### src/rtl/kare_pkg.sv
// Shared types and constants for the key auto-repeat event block.
package kare_pkg;

  localparam int unsigned CFG_W    = 12;
  localparam int unsigned ACC_W    = 16;
  localparam int unsigned THR_W    = CFG_W + 1;
  localparam int unsigned FUNC_W   = 3;
  localparam int unsigned SLOT_W   = 2;
  localparam int unsigned NSLOTS   = 3;
  localparam int unsigned ADDR_W   = 4;
  localparam int unsigned DATA_W   = 32;
  localparam int unsigned BURST_W  = 7;

  localparam logic [BURST_W-1:0] MAX_BURST = 7'd64;
  localparam logic [ACC_W-1:0]   ACC_MAX   = 16'hFFFF;

  // key codes
  localparam logic [FUNC_W-1:0] FUNC_LEFT     = 3'd0;
  localparam logic [FUNC_W-1:0] FUNC_RIGHT    = 3'd1;
  localparam logic [FUNC_W-1:0] FUNC_ROT_CCW  = 3'd2;
  localparam logic [FUNC_W-1:0] FUNC_ROT_CW   = 3'd3;
  localparam logic [FUNC_W-1:0] FUNC_SOFTDROP = 3'd4;
  localparam logic [FUNC_W-1:0] FUNC_HARDDROP = 3'd5;

  // register indexes
  localparam logic [1:0] REG_MOVE_DELAY = 2'd0;
  localparam logic [1:0] REG_MOVE_RATE  = 2'd1;
  localparam logic [1:0] REG_DROP_DELAY = 2'd2;
  localparam logic [1:0] REG_DROP_RATE  = 2'd3;

  localparam logic [CFG_W-1:0] MOVE_DELAY_RST = 12'd150;
  localparam logic [CFG_W-1:0] MOVE_RATE_RST  = 12'd30;
  localparam logic [CFG_W-1:0] DROP_DELAY_RST = 12'd50;
  localparam logic [CFG_W-1:0] DROP_RATE_RST  = 12'd50;

  typedef enum logic {
    KIND_HOLD,
    KIND_BUTTON
  } kind_t;

  typedef struct packed {
    kind_t             kind;
    logic [SLOT_W-1:0] slot;
    logic [FUNC_W-1:0] act;
    logic              pressed;
    logic [CFG_W-1:0]  elapsed;
  } cmd_t;

  typedef struct packed {
    logic [CFG_W-1:0] move_delay;
    logic [CFG_W-1:0] move_rate;
    logic [CFG_W-1:0] drop_delay;
    logic [CFG_W-1:0] drop_rate;
  } cfg_t;

  typedef struct packed {
    logic busy;
    logic pop;
  } bk_stat_t;

endpackage

### src/rtl/kare_front.sv
// Front end: accepts key reports, decodes them into commands for the queue.
module kare_front (
  input  logic                         in_valid,
  output logic                         in_ready,
  input  logic [kare_pkg::FUNC_W-1:0]  func,
  input  logic                         pressed,
  input  logic [kare_pkg::CFG_W-1:0]   elapsed_ms,
  input  logic                         q_full,
  output logic                         q_push,
  output kare_pkg::cmd_t               q_cmd
);
  import kare_pkg::*;

  logic known;

  always_comb begin
    known        = 1'b1;
    q_cmd.kind   = KIND_HOLD;
    q_cmd.slot   = 2'd0;
    q_cmd.act    = func;
    q_cmd.pressed = pressed;
    q_cmd.elapsed = elapsed_ms;
    case (func)
      FUNC_LEFT: begin
        q_cmd.slot = 2'd0;
      end
      FUNC_RIGHT: begin
        q_cmd.slot = 2'd1;
      end
      FUNC_SOFTDROP: begin
        q_cmd.slot = 2'd2;
      end
      FUNC_ROT_CCW: begin
        q_cmd.kind = KIND_BUTTON;
        q_cmd.slot = 2'd0;
      end
      FUNC_ROT_CW: begin
        q_cmd.kind = KIND_BUTTON;
        q_cmd.slot = 2'd1;
      end
      FUNC_HARDDROP: begin
        q_cmd.kind = KIND_BUTTON;
        q_cmd.slot = 2'd2;
      end
      default: begin
        known = 1'b0;  // unused codes are taken and dropped
      end
    endcase
  end

  assign in_ready = !q_full;
  assign q_push   = in_valid && in_ready && known;

endmodule

### src/rtl/kare_queue.sv
// Two-entry command queue between the front end and the repeat engine.
module kare_queue (
  input  logic           clk,
  input  logic           rst,
  input  logic           push,
  input  kare_pkg::cmd_t push_cmd,
  output logic           full,
  output logic           pop_valid,
  input  logic           pop,
  output kare_pkg::cmd_t pop_cmd
);
  import kare_pkg::*;

  cmd_t       mem [2];
  logic       wr_ptr;
  logic       rd_ptr;
  logic [1:0] count;

  always_ff @(posedge clk) begin
    if (rst) begin
      wr_ptr <= 1'b0;
      rd_ptr <= 1'b0;
      count  <= 2'd0;
    end else begin
      if (push) begin
        wr_ptr <= !wr_ptr;
      end
      if (pop && pop_valid) begin
        rd_ptr <= !rd_ptr;
      end
      case ({push, pop && pop_valid})
        2'b10:   count <= count + 2'd1;
        2'b01:   count <= count - 2'd1;
        default: count <= count;
      endcase
    end
  end

  always_ff @(posedge clk) begin
    if (push) begin
      mem[wr_ptr] <= push_cmd;
    end
  end

  assign full      = (count == 2'd2);
  assign pop_valid = (count != 2'd0);
  assign pop_cmd   = mem[rd_ptr];

endmodule

### src/rtl/kare_back.sv
// Repeat engine: key state, burst generation and the output register.
module kare_back (
  input  logic                         clk,
  input  logic                         rst,
  input  kare_pkg::cfg_t               cfg,
  input  logic                         q_valid,
  input  kare_pkg::cmd_t               q_cmd,
  output kare_pkg::bk_stat_t           stat,
  output logic                         out_valid,
  input  logic                         out_ready,
  output logic [kare_pkg::FUNC_W-1:0]  action,
  output logic                         last
);
  import kare_pkg::*;

  typedef enum logic [1:0] {
    ST_IDLE,
    ST_EXEC,
    ST_RUN
  } state_t;

  state_t               state;
  cmd_t                 cmd;
  logic [ACC_W-1:0]     hold_time [NSLOTS];
  logic [NSLOTS-1:0]    button_latched;
  logic [ACC_W-1:0]     acc;
  logic [CFG_W-1:0]     rate;
  logic [THR_W-1:0]     thr;
  logic [BURST_W-1:0]   n;
  logic                 first;

  logic                 out_free;
  logic [ACC_W:0]       sum;
  logic [CFG_W-1:0]     sel_delay;
  logic [CFG_W-1:0]     sel_rate;
  logic [ACC_W-1:0]     acc_sub;
  logic                 rep_ok;
  logic                 rep_more;
  logic                 first_more;
  logic                 emit_go;

  always_comb begin
    out_free   = !out_valid || out_ready;
    sum        = {1'b0, hold_time[cmd.slot]} + {{(ACC_W + 1 - CFG_W){1'b0}}, cmd.elapsed};
    sel_delay  = (cmd.slot == 2'd2) ? cfg.drop_delay : cfg.move_delay;
    sel_rate   = (cmd.slot == 2'd2) ? cfg.drop_rate : cfg.move_rate;
    if (sel_rate == '0) begin
      sel_rate = 12'd1;
    end
    acc_sub    = acc - {{(ACC_W - CFG_W){1'b0}}, rate};
    // rate >= 1, so reaching delay+rate implies reaching delay
    rep_ok     = (acc >= {{(ACC_W - THR_W){1'b0}}, thr}) && (n < MAX_BURST);
    rep_more   = (acc_sub >= {{(ACC_W - THR_W){1'b0}}, thr}) &&
                 ((n + 7'd1) < MAX_BURST);
    first_more = (acc >= {{(ACC_W - THR_W){1'b0}}, thr}) && (7'd1 < MAX_BURST);
    // a result is loaded into the output register this cycle
    emit_go    = out_free &&
                 (((state == ST_EXEC) && (cmd.kind == KIND_BUTTON) &&
                   !button_latched[cmd.slot] && cmd.pressed) ||
                  ((state == ST_RUN) && (first || rep_ok)));
  end

  assign stat.busy = (state != ST_IDLE);
  assign stat.pop  = (state == ST_IDLE) && q_valid;

  always_ff @(posedge clk) begin
    if (rst) begin
      out_valid <= 1'b0;
    end else if (emit_go) begin
      out_valid <= 1'b1;
    end else if (out_ready) begin
      out_valid <= 1'b0;
    end
  end

  always_ff @(posedge clk) begin
    if (rst) begin
      state          <= ST_IDLE;
      button_latched <= '0;
      for (int i = 0; i < NSLOTS; i++) begin
        hold_time[i] <= '0;
      end
    end else begin
      case (state)
        ST_IDLE: begin
          if (q_valid) begin
            cmd   <= q_cmd;
            state <= ST_EXEC;
          end
        end
        ST_EXEC: begin
          if (cmd.kind == KIND_BUTTON) begin
            if (!button_latched[cmd.slot] && cmd.pressed) begin
              if (out_free) begin
                action                   <= cmd.act;
                last                     <= 1'b1;
                button_latched[cmd.slot] <= 1'b1;
                state                    <= ST_IDLE;
              end
            end else begin
              if (!cmd.pressed) begin
                button_latched[cmd.slot] <= 1'b0;
              end
              state <= ST_IDLE;
            end
          end else if (!cmd.pressed) begin
            hold_time[cmd.slot] <= '0;
            state               <= ST_IDLE;
          end else begin
            first <= (hold_time[cmd.slot] == '0);
            acc   <= sum[ACC_W] ? ACC_MAX : sum[ACC_W-1:0];
            rate  <= sel_rate;
            thr   <= {1'b0, sel_delay} + {1'b0, sel_rate};
            n     <= '0;
            state <= ST_RUN;
          end
        end
        ST_RUN: begin
          if (first) begin
            if (out_free) begin
              action    <= cmd.act;
              last      <= !first_more;
              first     <= 1'b0;
              n         <= 7'd1;
              if (!first_more) begin
                hold_time[cmd.slot] <= acc;
                state               <= ST_IDLE;
              end
            end
          end else if (rep_ok) begin
            if (out_free) begin
              action    <= cmd.act;
              last      <= !rep_more;
              acc       <= acc_sub;
              n         <= n + 7'd1;
              if (!rep_more) begin
                hold_time[cmd.slot] <= acc_sub;
                state               <= ST_IDLE;
              end
            end
          end else begin
            // held key with nothing to emit this report
            hold_time[cmd.slot] <= acc;
            state               <= ST_IDLE;
          end
        end
        default: begin
          state <= ST_IDLE;
        end
      endcase
    end
  end

endmodule

### src/rtl/key_auto_repeat_events_core.sv
// Key auto-repeat event generator: top level with register file and assertions.
// A popped item is decoded in EXEC; rotate and hard drop emit from EXEC, held keys from RUN.
// The engine takes one item at a time: a held repeating key emits up to 64 results per report,
//   and a stalled result holds the engine until the output register is free.
// A two-entry command queue lets new items enter while a burst drains.
// Synchronous reset restores registers to 150/30/50/50 and clears all key state.
module key_auto_repeat_events_core (
  input  logic                         clk,
  input  logic                         rst,
  input  logic                         psel,
  input  logic                         penable,
  input  logic                         pwrite,
  input  logic [kare_pkg::ADDR_W-1:0]  paddr,
  input  logic [kare_pkg::DATA_W-1:0]  pwdata,
  output logic [kare_pkg::DATA_W-1:0]  prdata,
  output logic                         pready,
  input  logic                         in_valid,
  output logic                         in_ready,
  input  logic [kare_pkg::FUNC_W-1:0]  func,
  input  logic                         pressed,
  input  logic [kare_pkg::CFG_W-1:0]   elapsed_ms,
  output logic                         out_valid,
  input  logic                         out_ready,
  output logic [kare_pkg::FUNC_W-1:0]  action,
  output logic                         last
);
  import kare_pkg::*;

  cfg_t     cfg;
  logic     q_full;
  logic     q_push;
  cmd_t     q_in;
  logic     q_valid;
  cmd_t     q_out;
  bk_stat_t stat;
  logic     cfg_wr;

  assign pready = 1'b1;
  assign cfg_wr = psel && penable && pwrite && pready;

  always_ff @(posedge clk) begin
    if (rst) begin
      cfg.move_delay <= MOVE_DELAY_RST;
      cfg.move_rate  <= MOVE_RATE_RST;
      cfg.drop_delay <= DROP_DELAY_RST;
      cfg.drop_rate  <= DROP_RATE_RST;
    end else if (cfg_wr) begin
      case (paddr[3:2])
        REG_MOVE_DELAY: cfg.move_delay <= pwdata[CFG_W-1:0];
        REG_MOVE_RATE:  cfg.move_rate  <= pwdata[CFG_W-1:0];
        REG_DROP_DELAY: cfg.drop_delay <= pwdata[CFG_W-1:0];
        REG_DROP_RATE:  cfg.drop_rate  <= pwdata[CFG_W-1:0];
        default: ;
      endcase
    end
  end

  always_comb begin
    case (paddr[3:2])
      REG_MOVE_DELAY: prdata = {{(DATA_W - CFG_W){1'b0}}, cfg.move_delay};
      REG_MOVE_RATE:  prdata = {{(DATA_W - CFG_W){1'b0}}, cfg.move_rate};
      REG_DROP_DELAY: prdata = {{(DATA_W - CFG_W){1'b0}}, cfg.drop_delay};
      REG_DROP_RATE:  prdata = {{(DATA_W - CFG_W){1'b0}}, cfg.drop_rate};
      default:        prdata = '0;
    endcase
  end

  kare_front u_front (
    .in_valid   (in_valid),
    .in_ready   (in_ready),
    .func       (func),
    .pressed    (pressed),
    .elapsed_ms (elapsed_ms),
    .q_full     (q_full),
    .q_push     (q_push),
    .q_cmd      (q_in)
  );

  kare_queue u_queue (
    .clk       (clk),
    .rst       (rst),
    .push      (q_push),
    .push_cmd  (q_in),
    .full      (q_full),
    .pop_valid (q_valid),
    .pop       (stat.pop),
    .pop_cmd   (q_out)
  );

  kare_back u_back (
    .clk       (clk),
    .rst       (rst),
    .cfg       (cfg),
    .q_valid   (q_valid),
    .q_cmd     (q_out),
    .stat      (stat),
    .out_valid (out_valid),
    .out_ready (out_ready),
    .action    (action),
    .last      (last)
  );

  a_no_push_when_full: assert property (@(posedge clk) disable iff (rst)
    !(q_push && q_full))
    else $error("command pushed into a full queue");

  a_pop_only_idle: assert property (@(posedge clk) disable iff (rst)
    stat.pop |-> (!stat.busy && q_valid))
    else $error("queue popped while engine busy");

  a_pop_starts_work: assert property (@(posedge clk) disable iff (rst)
    stat.pop |=> stat.busy)
    else $error("engine did not start on popped command");

  a_action_code: assert property (@(posedge clk) disable iff (rst)
    out_valid |-> (action <= FUNC_HARDDROP))
    else $error("result carries an unused key code");

endmodule
### config.mk
export PLATFORM = sky130hd
export DESIGN_NAME = key_auto_repeat_events_core
export DESIGN_NICKNAME = d
export VERILOG_FILES = /design/src/rtl/kare_pkg.sv /design/src/rtl/kare_front.sv /design/src/rtl/kare_queue.sv /design/src/rtl/kare_back.sv /design/src/rtl/key_auto_repeat_events_core.sv
export SDC_FILE = /design/constraint.sdc
export NUM_CORES = 1
export LEC_CHECK = 0
export ABC_AREA = 1
export BUFFER_PORTS_ARGS = -buffer_cell sky130_fd_sc_hd__buf_2
export CORE_MARGIN = 1
export CORE_UTILIZATION = 50
export DETAILED_ROUTE_END_ITERATION = 12
export PLACE_DENSITY = 0.68
export SYNTH_ARGS = -nofsm -noshare
export SYNTH_HDL_FRONTEND = slang
export SYNTH_SLANG_ARGS = --single-unit
### constraint.sdc
create_clock -name clk -period 9.7 [get_ports clk]
set_input_delay 0.97 -clock clk [delete_from_list [all_inputs] [get_ports clk]]
set_output_delay 0.97 -clock clk [all_outputs]
set_load 0.05 [all_outputs]
==> run metrics, run 1 <==
Critical Path RT approximately 10 ns; Initial Util 51.1%; HP Class register to register; Die Width 160 um; Synth Area in XOR/XNOR 2.25%; clk_lat worst skew 0.53 ns; Post-synth EDFFs 174; largest area contributor in the netlist edfxtp_1; vias per cell 5.29; Distinct cells, synth between 40 and 50; Synth Warn # 0; Worst Tran Pin Value 1.13 ns; # port buffers 54; Cells after Synth 1414; share of cells above drive strength 1 10.7%; # rows 57; combinational family with the most area after synthesis simple AND/OR/NAND/NOR gates; crit-path max FO 18; GRT Util Overall 22.6%; clock sink total 232; critical path type register to register; drt total wl about 28 mm; design area 0.0137 mm2; Clock Skews 0.0147 ns; Final setup violation count 0; mapped cell area 0.0125 mm2; # resized after CTS 0; Comb power frac between 30% and 40%; Crit-path slowest cell nand2_1; pin count of the biggest net entering global routing 59; cell-internal power 2.09 mW; sequential-to-total area share from yosys stat 51.3%; area delta synth->final 10.0%; RSZ-0062 raised after global routing false; initial antenna violation count 0; DR iter-0 viols 675; Worst-path clk slew 0.06 ns; TNS Setup 0 ns; first-pass GRT wire length 46.3 mm; critical-path cell list inv_1 -> ha_1 -> inv_1 -> fa_1 -> nand2_1 -> nand3_2 -> nand2_1 -> nand3_1 -> xor2_1 -> ha_1 -> inv_1 -> nor3_1 -> a211oi_1 -> nand2_1 -> nand2_1 -> nand2_2 -> nand2_4 -> nand2_4 -> nand3_4 -> nand2_4 -> nand2_1; total number of vias 9546; Avg WL per Cell about 16 um; Hold-fix buffers, CTS 0; max-slew violation count 0; ANT nets after route 0; sequential power share 39.6%; static leakage around 6 nW; adder-cell share of the synthesized area 7.21%; post-CTS setup buffers 0; I/O Pins 98; Peak VDD IR about 0.17 mV; CTS H-tree depth 1; 1st-pass router iterations 7; fin nets roughly 1600; GP Congestion 0.872; crit path time final 4.29 ns; most used cell along the critical path nand2_1; Buf/Inv on CP 3; Crit path max-delay family simple AND/OR/NAND/NOR gates; Max transition margin 24.6%; clk root buf clkbuf_16; syn_area_per_cell between 8 and 9 um2; fin crit share roughly 44%; Power Dens Cells about 240 mW/mm2; CTS tree done; post-synthesis mux area share 0%; Critical Path AT ~4.5 ns; core area 0.0244 mm2; Chip Height 160 um; # diodes 0; post-synthesis simple-gate area fraction a little under a quarter; DRC 0; synth top area cells edfxtp_1, nand2_1, dfxtp_1, ha_1, nor2_1; final hold viol count 0; vias in the first global route 9184; Switching Fraction 36.4%; clock power share approximately 27%; CP Launch Type register; Synth Flop Type edfxtp_1; top-area cell type share of the netlist area 42.0%; P_sw about 1.2 mW; flops & latches, synth roughly 230; CP Capture Type register; grt total ovfl 0; Synth Area in Compound Gates 8.99%; max capacitance violation total 0; CTS Buf Count 24; max incr delay on CP 0.67 ns; placed instance area 0.0129 mm2; DP Wirelength 20.1 mm; worst-case clock buffer depth 3; status completed; fraction of registers with async set/reset 0%; fill count 2200; die area 0.0255 mm2; highest clock rate 233 MHz
synth_stat cells, types with 20 or more instances:
cell type / count
clkbuf_1: 26
nand3_1: 58
a22oi_1: 20
edfxtp_1: 174
nor2_1: 174
o21ai_0: 67
a21oi_1: 72
buf_4: 24
xor2_1: 25
inv_1: 142
dfxtp_1: 58
ha_1: 67
nand2_1: 369
worst paths after layout:
| path | end | depth (start not counted) | slack (ns) | startpoint |
|---|---|---|---|---|
| max | u_back.hold_time[2][14]$_SDFFCE_PN0P_ | 21 | 5.41 | u_back.acc[0]$_DFFE_PP_ |
| max reg2reg | u_back.hold_time[2][14]$_SDFFCE_PN0P_ | 21 | 5.41 | u_back.acc[0]$_DFFE_PP_ |
| min reg2reg | u_back.action[0]$_DFFE_PP_ | 0 | 0.44 | u_back.cmd[13]$_DFFE_PP_ |
| min | u_back.action[0]$_DFFE_PP_ | 0 | 0.44 | u_back.cmd[13]$_DFFE_PP_ |
placed cells by master (no fill, tap or decap), types with 54 or more instances in the layout:
| cell type | Yosys | final |
|---|---|---|
| dfxtp_1 | 58 | 58 |
| nand2_1 | 369 | 369 |
| inv_1 | 142 | 142 |
| ha_1 | 67 | 67 |
| a21oi_1 | 72 | 72 |
| buf_2 | 6 | 54 |
| nand3_1 | 58 | 58 |
| edfxtp_1 | 174 | 174 |
| o21ai_0 | 67 | 67 |
| nor2_1 | 174 | 174 |
power groups by stage:
stage / Clock [mW] / Sequential [mW] / Combinational, mW
6_report: 0.891 / 1.30 / 1.09
5_1_grt: 0.945 / 1.31 / 1.23
4_1_cts: 0.902 / 1.30 / 1.09
3_5_place_dp: 0 / 1.32 / 1.08
3_3_place_gp: 0 / 1.31 / 1.05
2_1_floorplan: 0 / 1.31 / 0.820
area by class of cell:
cell class | instances | area [um2] | share of cell area [%]
inverters | 157 | 589 | 4.30
clock inverters | 16 | 114 | 0.831
flip-flops and latches | 232 | 6390 | 46.6
multi-input cells | 982 | 5200 | 37.9
well taps | 324 | 405 | 2.96
clock buffers | 28 | 647 | 4.72
repair buffers | 66 | 360 | 2.63
per-stage QoR:
step	std cells	hold slack, ns	setup slack, ns	power, mW	util, %
2_1_floorplan	1433	0.400	5.98	2.13	-
3_3_place_gp	1761	0.407	5.37	2.37	53.0
3_5_place_dp	1761	0.425	5.38	2.40	53.0
4_1_cts	1805	0.439	5.35	3.29	56.2
5_1_grt	1805	0.456	5.05	3.48	56.2
6_report	1805	0.438	5.41	3.28	56.2
state kept, by name (all words and copies together) (netlist names), 2 cells and up, named ones only:
register,cells
u_back.hold_time,64
cfg,48
u_queue.mem,38
u_back.cmd,19
u_back.acc,16
u_back.thr,13
u_back.rate,12
u_back.n,7
u_back.action,3
u_back.state,2
u_queue.count,2
per-layer routing:
metal / GRT usage (%) / share of wire, % / vias up
met4: 5.93 / 1.5 / 0
li1: - / - / 4754
met1: 31.0 / 43 / 4395
met5: 0 / 0 / -
met2: 38.0 / 48 / 364
met3: 2.86 / 7.3 / 33
kinds of logic (layout without fill, tap and decap cells):
family / Yosys count / in the layout
compound gates: 193 / 193
xor+xnor: 32 / 32
buf+inv: 219 / 267
other cells: 2 / 21
fa+ha+maj: 70 / 70
flops: 232 / 232
simple gates: 666 / 666
Power figures use the tool's default switching activity.
==> inputs of run 2 (changes only) <==
--- a/config.mk
+++ b/config.mk
@@ -10,7 +10,7 @@
 export CORE_MARGIN = 1
 export CORE_UTILIZATION = 50
 export DETAILED_ROUTE_END_ITERATION = 12
-export PLACE_DENSITY = 0.68
+export PLACE_DENSITY = 0.71
 export SYNTH_ARGS = -nofsm -noshare
 export SYNTH_HDL_FRONTEND = slang
 export SYNTH_SLANG_ARGS = --single-unit
==> constraint.sdc (replaced) <==
create_clock -name clk -period 3.8 [get_ports clk]
set_input_delay 0.38 -clock clk [delete_from_list [all_inputs] [get_ports clk]]
set_output_delay 0.38 -clock clk [all_outputs]
set_load 0.05 [all_outputs]
==> run metrics, run 2 (same netlist as run 1, synthesis figures left out) <==
DRC 0 (unchanged); area delta synth->final 11.6%; critical path type register to register; DR iter-0 viols 624 (-7.6%); vias in the first global route 9311 (+1.4%); final core occ 57.0% (+0.84 points); reg2reg start u_back.acc[0]$_DFFE_PP_; # port buffers 54 (unchanged); non-filler cells, final 1827 (+1.2%); # resized after CTS 0 (unchanged); HP Class input port to register; clk root buf clkbuf_16; Comb power frac 34.1% (+0.9 points); fin crit share 94.1% (+50 points); Worst Tran Pin Value 1.08 ns (-0.0424 ns); max capacitance violation total 0 (unchanged); P_sw 3.05 mW (+160%); Hold-fix buffers, CTS 0 (unchanged); total number of vias 9592 (+0.48%); # rows 57 (unchanged); CTS H-tree depth 1 (unchanged); Biggest register u_back.hold_time; TNS Setup 0 ns (unchanged); highest clock rate 280 MHz (+20%); Buf/Inv on CP 5 (+2); fin nets 1614 (+1.4%); max incr delay on CP 0.43 ns (-0.24 ns); clk_lat worst skew 0.53 ns (about the same); vias per cell 5.25 (-0.73%); 1st-pass router iterations 5 (-2); Die Width 160 um (unchanged); initial antenna violation count 0 (unchanged); Crit-path slowest cell fa_1; crit path time final 3.58 ns (-0.712 ns); sequential power share 39.4% (-0.2 points); clock power share 26.5% (-0.7 points); Final setup violation count 0 (unchanged); final total power 8.39 mW (+160%); Clock Skews 0.0213 ns (+0.00660 ns); CTS tree done; pin count of the biggest net entering global routing 59 (unchanged); Power Dens Cells 604 mW/mm2 (+150%); Worst-path clk slew 0.06 ns (about the same); cell-internal power 5.35 mW (+160%); clock sink total 232 (unchanged); most frequent cells in the layout nand2_1, edfxtp_1, nor2_1; DP Wirelength 20.1 mm (+0.17%); fill count 2153 (-2.1%); critical-path cell list inv_1 -> ha_1 -> inv_1 -> fa_1 -> nand2_1 -> nand3_2 -> nand2_1 -> nand3_1 -> xor2_1 -> ha_1 -> inv_1 -> nor3_1 -> a211oi_1 -> nand2_1 -> nand2_1 -> nand2_2 -> nand2_4 -> buf_6 -> nand3_1 -> o21ai_0 -> inv_1 -> nor2_1; leading cell type in the layout, fill and taps excluded nand2_1; Switching Fraction 36.3% (-0.071 points); Max transition margin 27.4% (+2.8 points); static leakage 6.10 nW (+1.6%); max-slew violation count 0 (unchanged); core area 0.0244 mm2 (unchanged); Initial Util 51.1% (unchanged); Chip Height 160 um (unchanged); max reg flops 64 (unchanged); worst-case clock buffer depth 3 (unchanged); GRT Util Overall 22.2% (-0.40 points); # diodes 0 (unchanged); Crit path max-delay family simple AND/OR/NAND/NOR gates; drt total wl 27.7 mm (-2.6%); first-pass GRT wire length 45.7 mm (-1.2%); RSZ-0062 raised after global routing false; final hold viol count 0 (unchanged); placed cells 1783 (+1.2%); CP Launch Type register; Avg WL per Cell 15.2 um (-3.8%); share of cells above drive strength 1 12.1% (+1.4 points); ANT nets after route 0 (unchanged); crit-path max FO 17 (-1); Setup crit start u_back.acc[0]$_DFFE_PP_; CP Capture Type register; CTS Buf Count 24 (unchanged); Critical Path RT 4.18 ns (-5.68 ns); Critical Path AT 3.96 ns (-0.49 ns); status completed; hold_sp elapsed_ms[10]; die area 0.0255 mm2 (unchanged); top flop regs u_back.hold_time: 64 flops, cfg: 48 flops, u_queue.mem: 38 flops; GP Congestion 0.869 (-0.36%); post-CTS setup buffers 0 (unchanged); Peak VDD IR 0.515 mV (+210%); grt total ovfl 0 (unchanged); I/O Pins 98 (unchanged)
==> run 2: cell count changes in the layout (fill, tap and decap cells not counted), moves of 2 or more <==
cell,previous run,this run
clkinv_2,10,6
nor2_2,6,8
clkbuf_1,2,6
nor2_1,174,172
buf_4,12,30
clkinvlp_4,0,3
buf_12,0,3
==> run 2: power groups by stage <==
stage | Clock [mW] | Combinational (mW) | Sequential (mW)
2_1_floorplan | 0 | 2.09 | 3.34
3_3_place_gp | 0 | 2.74 | 3.35
3_5_place_dp | 0 | 2.82 | 3.36
4_1_cts | 2.26 | 2.84 | 3.31
5_1_grt | 2.36 | 3.23 | 3.34
6_report | 2.22 | 2.86 | 3.31
==> run 2: worst paths after layout <==
check | slack, ns | to | cells past startpoint
setup / recovery | 0.22 | u_back.hold_time[2][14]$_SDFFCE_PN0P_ | 22
hold reg to reg | 0.42 | u_back.action[2]$_DFFE_PP_ | 0
setup reg to reg | 0.22 | u_back.hold_time[2][14]$_SDFFCE_PN0P_ | 22
hold / removal | 0.04 | u_queue.mem[1][10]$_DFFE_PP_ | 1
==> run 2: layout make-up <==
| cell class | instances | area (um2) | share of cell area (%) |
|---|---|---|---|
| well taps | 324 | 405 | 2.92 |
| flip-flops and latches | 232 | 6390 | 45.9 |
| clock inverters | 14 | 114 | 0.819 |
| multi-input cells | 982 | 5220 | 37.5 |
| inverters | 157 | 593 | 4.27 |
| clock buffers | 30 | 623 | 4.48 |
| repair buffers | 88 | 567 | 4.08 |
==> run 2: metrics by stage <==
stage | hold WS, ns | worst slack [ns] | cell area (um2)
2_1_floorplan | 0.400 | 0.0771 | 12500
3_3_place_gp | 0.402 | 0.259 | 13100
3_5_place_dp | 0.407 | 0.214 | 13100
4_1_cts | 0.0197 | 0.209 | 13900
5_1_grt | 0.0174 | 0.00748 | 13900
6_report | 0.0413 | 0.222 | 13900
==> run 2: layer usage <==
layer,vias to the layer above,track usage [%],part of all wire [%]
met4,0,6.32,2.1
met2,265,38.1,49
met3,42,2.70,6.2
met1,4464,29.7,43
met5,-,0,0
li1,4821,-,-
